==> src/hw/rtl/slt_pkg.sv <==
`timescale 1ns / 1ps
// ----------------------------------------------------------------------------
// slt_pkg: shared types for the sorted list table
// Operation and status codes, controller states and the command bundle that
// the controller drives into the datapath.
// ----------------------------------------------------------------------------
package slt_pkg;

  localparam int VALUE_W     = 32;
  localparam int COUNT_OUT_W = 5;

  typedef enum logic [1:0] {
    OP_INSERT = 2'd0,
    OP_SEARCH = 2'd1,
    OP_DELETE = 2'd2,
    OP_POP    = 2'd3
  } op_t;

  typedef enum logic [1:0] {
    ST_OK        = 2'd0,
    ST_NOT_FOUND = 2'd1,
    ST_FULL      = 2'd2,
    ST_EMPTY     = 2'd3
  } status_t;

  typedef enum logic [1:0] {
    S_IDLE,
    S_CMP,
    S_EXEC
  } state_t;

  typedef struct packed {
    logic load;     // capture a new request
    logic compare;  // register the per-cell compare results
    logic execute;  // apply the update and load the result register
  } dp_cmd_t;

endpackage

==> src/hw/rtl/sorted_list_table.sv <==
`timescale 1ns / 1ps
// A request is captured, the cell row then registers its compare, and then it executes;
// a new request is not taken before the last one reaches its execute step, so
// requests do not overlap; a stalled result holds the execute step.
// Reset: synchronous, active low; empties the table and drops any pending result.
// Stored values are never cleared; only slots below the entry count are used.
// ----------------------------------------------------------------------------
// sorted_list_table: bounded ascending table used as a priority queue
// Insert, search, delete and pop on signed 32-bit values held in sorted order
// in a row of cells; every result carries the entry count after the request.
// ----------------------------------------------------------------------------
module sorted_list_table #(
  parameter int CAPACITY = 16
) (
  input  logic                                clk,
  input  logic                                rst_n,
  input  logic                                in_valid,
  output logic                                in_ready,
  input  logic [1:0]                          in_operation,
  input  logic signed [slt_pkg::VALUE_W-1:0]  in_value,
  output logic                                out_valid,
  input  logic                                out_ready,
  output logic [1:0]                          out_status,
  output logic signed [slt_pkg::VALUE_W-1:0]  out_popped_value,
  output logic [slt_pkg::COUNT_OUT_W-1:0]     out_entry_count
);
  import slt_pkg::*;

  // Commands from the sequencer to the cell row. The sequencer captures a
  // request, lets every cell register its compare against the request value
  // in the next cycle, and then, once the result register is free, applies
  // the shift and loads the result register. The result register parts the two sides:
  // a new request is taken in the same cycle that a result is loaded.
  dp_cmd_t cmd;

  slt_ctrl u_ctrl (
    .clk       (clk),
    .rst_n     (rst_n),
    .in_valid  (in_valid),
    .in_ready  (in_ready),
    .out_valid (out_valid),
    .out_ready (out_ready),
    .cmd       (cmd)
  );

  // The cell row keeps the entries in ascending order. Because the order is
  // kept at all times, each cell decides its own move from its compare bit
  // and that of its neighbor; equal values stay grouped, so the first cell
  // that is not less than the value is also the first equal one.
  slt_datapath #(
    .CAPACITY (CAPACITY)
  ) u_dp (
    .clk              (clk),
    .rst_n            (rst_n),
    .cmd              (cmd),
    .in_operation     (in_operation),
    .in_value         (in_value),
    .out_status       (out_status),
    .out_popped_value (out_popped_value),
    .out_entry_count  (out_entry_count)
  );

endmodule

==> src/hw/rtl/slt_ctrl.sv <==
`timescale 1ns / 1ps
// ----------------------------------------------------------------------------
// slt_ctrl: sequencer of the sorted list table
// Steps each request through compare and execute and owns both handshakes.
// ----------------------------------------------------------------------------
module slt_ctrl (
  input  logic             clk,
  input  logic             rst_n,
  input  logic             in_valid,
  output logic             in_ready,
  output logic             out_valid,
  input  logic             out_ready,
  output slt_pkg::dp_cmd_t cmd
);
  import slt_pkg::*;

  state_t state_r, state_nxt;
  logic   out_valid_r, out_valid_nxt;
  logic   can_load;

  assign can_load  = !out_valid_r || out_ready;
  assign out_valid = out_valid_r;

  always_ff @(posedge clk) begin
    if (!rst_n) begin
      state_r     <= S_IDLE;
      out_valid_r <= 1'b0;
    end else begin
      state_r     <= state_nxt;
      out_valid_r <= out_valid_nxt;
    end
  end

  always_comb begin
    state_nxt   = state_r;
    in_ready    = 1'b0;
    cmd         = '0;
    out_valid_nxt = out_valid_r && !out_ready;
    case (state_r)
      S_IDLE: begin
        in_ready = 1'b1;
        if (in_valid) begin
          cmd.load  = 1'b1;
          state_nxt = S_CMP;
        end
      end
      S_CMP: begin
        cmd.compare = 1'b1;
        state_nxt   = S_EXEC;
      end
      S_EXEC: begin
        if (can_load) begin
          // The result register is free, so finish and take the next request.
          cmd.execute   = 1'b1;
          out_valid_nxt = 1'b1;
          in_ready      = 1'b1;
          if (in_valid) begin
            cmd.load  = 1'b1;
            state_nxt = S_CMP;
          end else begin
            state_nxt = S_IDLE;
          end
        end
      end
      default: begin
        state_nxt = S_IDLE;
      end
    endcase
  end

endmodule

==> src/hw/rtl/slt_datapath.sv <==
`timescale 1ns / 1ps
// ----------------------------------------------------------------------------
// slt_datapath: row of sorted cells with compare and shift
// Each cell compares its entry against the request value and moves left,
// right or takes the new value from what it and its neighbors report.
// ----------------------------------------------------------------------------
module slt_datapath #(
  parameter int CAPACITY = 16
) (
  input  logic                                clk,
  input  logic                                rst_n,
  input  slt_pkg::dp_cmd_t                    cmd,
  input  logic [1:0]                          in_operation,
  input  logic signed [slt_pkg::VALUE_W-1:0]  in_value,
  output logic [1:0]                          out_status,
  output logic signed [slt_pkg::VALUE_W-1:0]  out_popped_value,
  output logic [slt_pkg::COUNT_OUT_W-1:0]     out_entry_count
);
  import slt_pkg::*;

  localparam int CW = $clog2(CAPACITY + 1);

  op_t                        op_r;
  logic signed [VALUE_W-1:0]  val_r;
  logic signed [VALUE_W-1:0]  entry_r   [CAPACITY];
  logic signed [VALUE_W-1:0]  entry_nxt [CAPACITY];
  logic [CW-1:0]              count_r, count_nxt;
  logic [CAPACITY-1:0]        lt_r, hit_r;
  logic [CAPACITY-1:0]        lt_now, hit_now;
  status_t                    status_r, status_nxt;
  logic signed [VALUE_W-1:0]  popped_r, popped_nxt;
  logic [CW-1:0]              cnt_out_r;
  logic [31:0]                cnt_ext;
  logic                       full, empty, found;

  assign full  = (count_r == CW'(CAPACITY));
  assign empty = (count_r == '0);
  assign found = |hit_r;

  // Per-cell compare. Sorted order makes lt monotonic, so the first cell
  // that is not less than the value is where insert and delete act.
  for (genvar g = 0; g < CAPACITY; g++) begin : g_cmp
    logic valid;
    assign valid     = (count_r > CW'(g));
    assign lt_now[g] = valid && (entry_r[g] < val_r);
    if (g == 0) begin : g_first
      assign hit_now[g] = valid && (entry_r[g] == val_r);
    end else begin : g_rest
      assign hit_now[g] = valid && (entry_r[g] == val_r) && lt_now[g-1];
    end
  end

  // Next value of each cell.
  always_comb begin
    for (int i = 0; i < CAPACITY; i++) begin
      entry_nxt[i] = entry_r[i];
      case (op_r)
        OP_INSERT: begin
          if (!full && !lt_r[i]) begin
            if ((i == 0) || lt_r[(i == 0) ? 0 : i-1]) begin
              entry_nxt[i] = val_r;
            end else begin
              entry_nxt[i] = entry_r[(i == 0) ? 0 : i-1];
            end
          end
        end
        OP_DELETE: begin
          if (found && !lt_r[i] && (i < CAPACITY-1)) begin
            entry_nxt[i] = entry_r[(i < CAPACITY-1) ? i+1 : i];
          end
        end
        OP_POP: begin
          if (!empty && (i < CAPACITY-1)) begin
            entry_nxt[i] = entry_r[(i < CAPACITY-1) ? i+1 : i];
          end
        end
        default: begin
          entry_nxt[i] = entry_r[i];
        end
      endcase
    end
  end

  always_comb begin
    count_nxt  = count_r;
    status_nxt = ST_OK;
    popped_nxt = '0;
    case (op_r)
      OP_INSERT: begin
        if (full) begin
          status_nxt = ST_FULL;
        end else begin
          count_nxt = count_r + 1'b1;
        end
      end
      OP_SEARCH: begin
        status_nxt = found ? ST_OK : ST_NOT_FOUND;
      end
      OP_DELETE: begin
        if (found) begin
          count_nxt = count_r - 1'b1;
        end else begin
          status_nxt = ST_NOT_FOUND;
        end
      end
      OP_POP: begin
        if (empty) begin
          status_nxt = ST_EMPTY;
        end else begin
          popped_nxt = entry_r[0];
          count_nxt  = count_r - 1'b1;
        end
      end
      default: begin
        status_nxt = ST_OK;
      end
    endcase
  end

  always_ff @(posedge clk) begin
    if (!rst_n) begin
      count_r <= '0;
    end else if (cmd.execute) begin
      count_r <= count_nxt;
    end
  end

  always_ff @(posedge clk) begin
    if (cmd.load) begin
      op_r  <= op_t'(in_operation);
      val_r <= in_value;
    end
    if (cmd.compare) begin
      lt_r  <= lt_now;
      hit_r <= hit_now;
    end
    if (cmd.execute) begin
      for (int i = 0; i < CAPACITY; i++) begin
        entry_r[i] <= entry_nxt[i];
      end
      status_r  <= status_nxt;
      popped_r  <= popped_nxt;
      cnt_out_r <= count_nxt;
    end
  end

  assign cnt_ext          = 32'(cnt_out_r);
  assign out_status       = status_r;
  assign out_popped_value = popped_r;
  assign out_entry_count  = cnt_ext[COUNT_OUT_W-1:0];

`ifndef SYNTHESIS
  a_count_bound: assert property (@(posedge clk) disable iff (!rst_n)
    count_r <= CW'(CAPACITY))
    else $error("entry count above capacity");

  a_insert_grows: assert property (@(posedge clk) disable iff (!rst_n)
    cmd.execute && (op_r == OP_INSERT) && !full |=> count_r == $past(count_r) + 1'b1)
    else $error("insert into a table with room did not add an entry");

  a_pop_empty: assert property (@(posedge clk) disable iff (!rst_n)
    cmd.execute && (op_r == OP_POP) && empty |=>
      (out_status == ST_EMPTY) && (out_popped_value == '0))
    else $error("pop of an empty table reported wrongly");
`endif

endmodule

==> config.mk <==
export PLATFORM = sky130hd
export DESIGN_NAME = sorted_list_table
export DESIGN_NICKNAME = d
export VERILOG_FILES = /design/src/hw/rtl/slt_pkg.sv /design/src/hw/rtl/sorted_list_table.sv /design/src/hw/rtl/slt_ctrl.sv /design/src/hw/rtl/slt_datapath.sv
export SDC_FILE = /design/constraint.sdc
export NUM_CORES = 2
export LEC_CHECK = 0
export BUFFER_PORTS_ARGS = -buffer_cell sky130_fd_sc_hd__buf_4
export CORE_AREA = 2 2 373 375
export CTS_CLUSTER_DIAMETER = 30
export DETAILED_ROUTE_END_ITERATION = 10
export DIE_AREA = 0 0 375 377
export PLACE_DENSITY = 0.45
export REMOVE_ABC_BUFFERS = 1
export SLEW_MARGIN = 20
export SYNTH_ARGS = -nofsm -noshare
export SYNTH_HDL_FRONTEND = slang
export SYNTH_SLANG_ARGS = --single-unit
==> constraint.sdc <==
create_clock -name clk -period 11.4 [get_ports clk]
set_input_delay 1.71 -clock clk [delete_from_list [all_inputs] [get_ports clk]]
set_output_delay 1.71 -clock clk [all_outputs]
set_load 0.05 [all_outputs]
==> metrics.txt <==
sequential-to-total area share from yosys stat=approximately 46%; Hold Buf Count CTS=0; most frequently used flop master after synthesis=edfxtp_1; Hold Path End=u_ctrl.out_valid; Reg power frac=between 30% and 40%; CP Max Fanout=4; CTS buffer count=195; post-synth top area cell=edfxtp_1; drt drc=0; CTS root buffer=clkbuf_16; Power Dens Cells=between 150 and 200 nW/um2; RSZ-0062 raised after global routing=false; clk_lat worst skew=0.79 ns; DRT iter0 DRCs=1,911; Critical Path Start Type=input port; Fmax=between 0.2 and 0.25 GHz; dpl cells=between 5,000 and 6,000; I/O Buffers=about 80; crit share post-route=35.33%; PostCTS Resize Cnt=0; Synth warnings=0; Setup Skew=0.02815 ns; Clk pwr share=roughly three fifths; hold path cells=2; Logic pwr share=just under 9%; synth-to-layout area growth=23.72%; Critical Path Source=out_ready; Die Y=around 380 um; RR Startpoint=u_dp.val_r[19]; postcts setup bufs=0; drt first pass iters=7; vias in the first global route=approximately 32,000; pin count of the biggest net entering global routing=200; Final GP Congestion=roughly 0.82; Crit Path Category=in -> out; mapped cell area=about 41,000 um2; Static Leak=0.02037 uW; H-tree depth=4; Synth cell types=57; status=finished, final reports clean; Worst-path clk slew=0.05 ns; Vias=around 30,000; Gate Count Post-Synth=roughly 3,900; relative slew slack=between 30% and 40%; peak supply drop=between 100 and 150 uV; Final HPWL DP=between 90 and 100 mm; final hold violation count=0; die area=around 140,000 um2; I/O pins=79; most frequent cells in the layout=nand2_1, edfxtp_1, o21ai_0, ha_1, mux2i_1; layout cell share with drive strength beyond 1=about an eighth; most used cell, CP=buf_4; Max Cap Viol=0; grt total ovfl=0; post-route minimum period=about 4.0 ns; drt wl/cell=about 21 um; CP required=9.69 ns; Total Neg Setup Slack=0 ns; CTS tree=done; Final Routed Wirelength=125.0 mm; commonest non-fill, non-tap cell in the layout=nand2_1; Reg2Reg Depth=9; worst hold path type=reg -> reg; Post-synth EDFFs=a little over 600; # clock sinks=625; fraction of registers with async set/reset=0%; initial core utilization=between 20% and 30%; Longest Clk Path Bufs=3; ant diodes=0; crit path capture type=output port; CP peak stage delay=roughly 0.25 ns; final slew viol count=0; Storage cell area=18,690 um2; Mean Syn Cell Area=approximately 11 um2; chip width=~380 um; GRT Util Overall=17.42%; Synth area leaders=edfxtp_1, ha_1, mux2i_1, o21ai_0, nand2_1; Post-Layout Cell Count=between 5,000 and 6,000; post-synth top area share=a little under half; initial antenna violation count=1; r2r setup slk=7.41 ns; core area=137,000 um2; Worst Hold Launch=u_ctrl.out_valid; Final ANT Viol Nets=0; Least-Margin Pin Slew=about 1.0 ns; internal power=6737 uW; first-pass GRT wire length=between 150 and 200 mm; flops & latches, synth=around 630; Final Setup Violations=0; multi-input logic area=approximately 21,000 um2; sw frac=between 20 and 25%; reg-to-reg endpoint=u_dp.hit_r[10]; highest-delay cell along the critical path=buf_4; CP cell instances=buf_4 > nor2b_1 > a21oi_1 > buf_4; Vias/cell=approximately 5.1; WP data arrival=about 2.3 ns; # nets final=about 4,600; Fill cells=roughly 13,000; Psw=about 2200 uW; FP Rows=136
[state kept, by name, summed over array words and instances (netlist names)]
register	flops
u_dp.entry_r	512
u_dp.lt_r	16
u_dp.out_status	2
u_dp.count_r	5
u_dp.val_r	32
u_dp.out_popped_value	32
u_dp.op_r	2
u_dp.out_entry_count	5
u_ctrl.state_r	2
u_ctrl.out_valid	1
u_dp.hit_r	16
[power groups by stage]
stage | clock network [uW] | registers (uW) | logic [uW]
finish | 5480 | 2680 | 785
global route | 5700 | 2690 | 890
CTS | 5570 | 2680 | 789
detailed placement | 0 | 2720 | 785
global placement | 0 | 2720 | 768
floorplan | 0 | 2750 | 528
[how the worst max path moves through the flow]
| stage | slack (ns) | end |
|---|---|---|
| finish | 7.37 | in_ready |
| global route | 7.08 | u_dp.hit_r[2] |
| CTS | 7.36 | in_ready |
| detailed placement | 7.26 | u_dp.entry_r[0][18] |
| global placement | 7.29 | u_dp.entry_r[0][106] |
| floorplan | 2.27 | u_dp.entry_r[0][0] |
[metal layers]
metal | global-route usage, % | part of all wire [%] | up-vias
met1 | 22.40 | 46 | 14710
met2 | 29.26 | 48 | 559
li1 | - | - | 14910
met3 | 2.858 | 3.5 | 232
met5 | 0 | 0.0064 | -
met4 | 6.634 | 3.0 | 2
[cell usage after synthesis (all sizes together), types with 36 or more instances]
library cell / instances
nand2: 618
mux2: 36
clkbuf: 189
o21ai: 565
ha: 521
mux2i: 453
nand4: 84
inv: 73
nor2: 69
a21o: 46
and2: 42
edfxtp: 617
a21oi: 214
[logic make-up after synthesis]
group                      Yosys count  synth area share [%]
muxes                              489                 12.05
DFF                                625                 45.61
xor gates and xnor gates             8                0.1710
AOI/OAI and AO/OA                  936                 12.58
and+or+nand+nor                    990                 11.04
buffers and inverters              288                 2.638
adders and majority gates          521                 15.91
[stage by stage]
stage	util, %	worst slack, ns	power (uW)	instance area (um2)	hold slack (ns)
after detailed placement	31.97	7.258	3504	43790	0.5280
after global placement	31.89	7.290	3488	43680	0.5334
after CTS	36.85	7.358	9040	50480	0.5365
final	37.01	7.373	8942	50700	0.5350
after global routing	37.01	7.077	9277	50700	0.5608
after floorplan	-	2.267	3276	40170	0.4947
[worst max-delay path: cells and delay by family]
family | cells | cell delay [ns]
buffers and inverters | 2 | 0.33
AND/OR/NAND/NOR | 1 | 0.03
AO/OA/AOI/OAI | 1 | 0.24
[final cells by class]
| cell class | count | share of cell area, % |
|---|---|---|
| clock buffers | 221 | 9.860 |
| clock inverters | 147 | 3.334 |
| inverters | 73 | 0.5405 |
| multi-input cells | 2944 | 42.21 |
| flip-flops and latches | 625 | 36.86 |
| well taps | 1794 | 4.428 |
| repair buffers | 153 | 2.764 |
(Power assumes the default switching activity.)
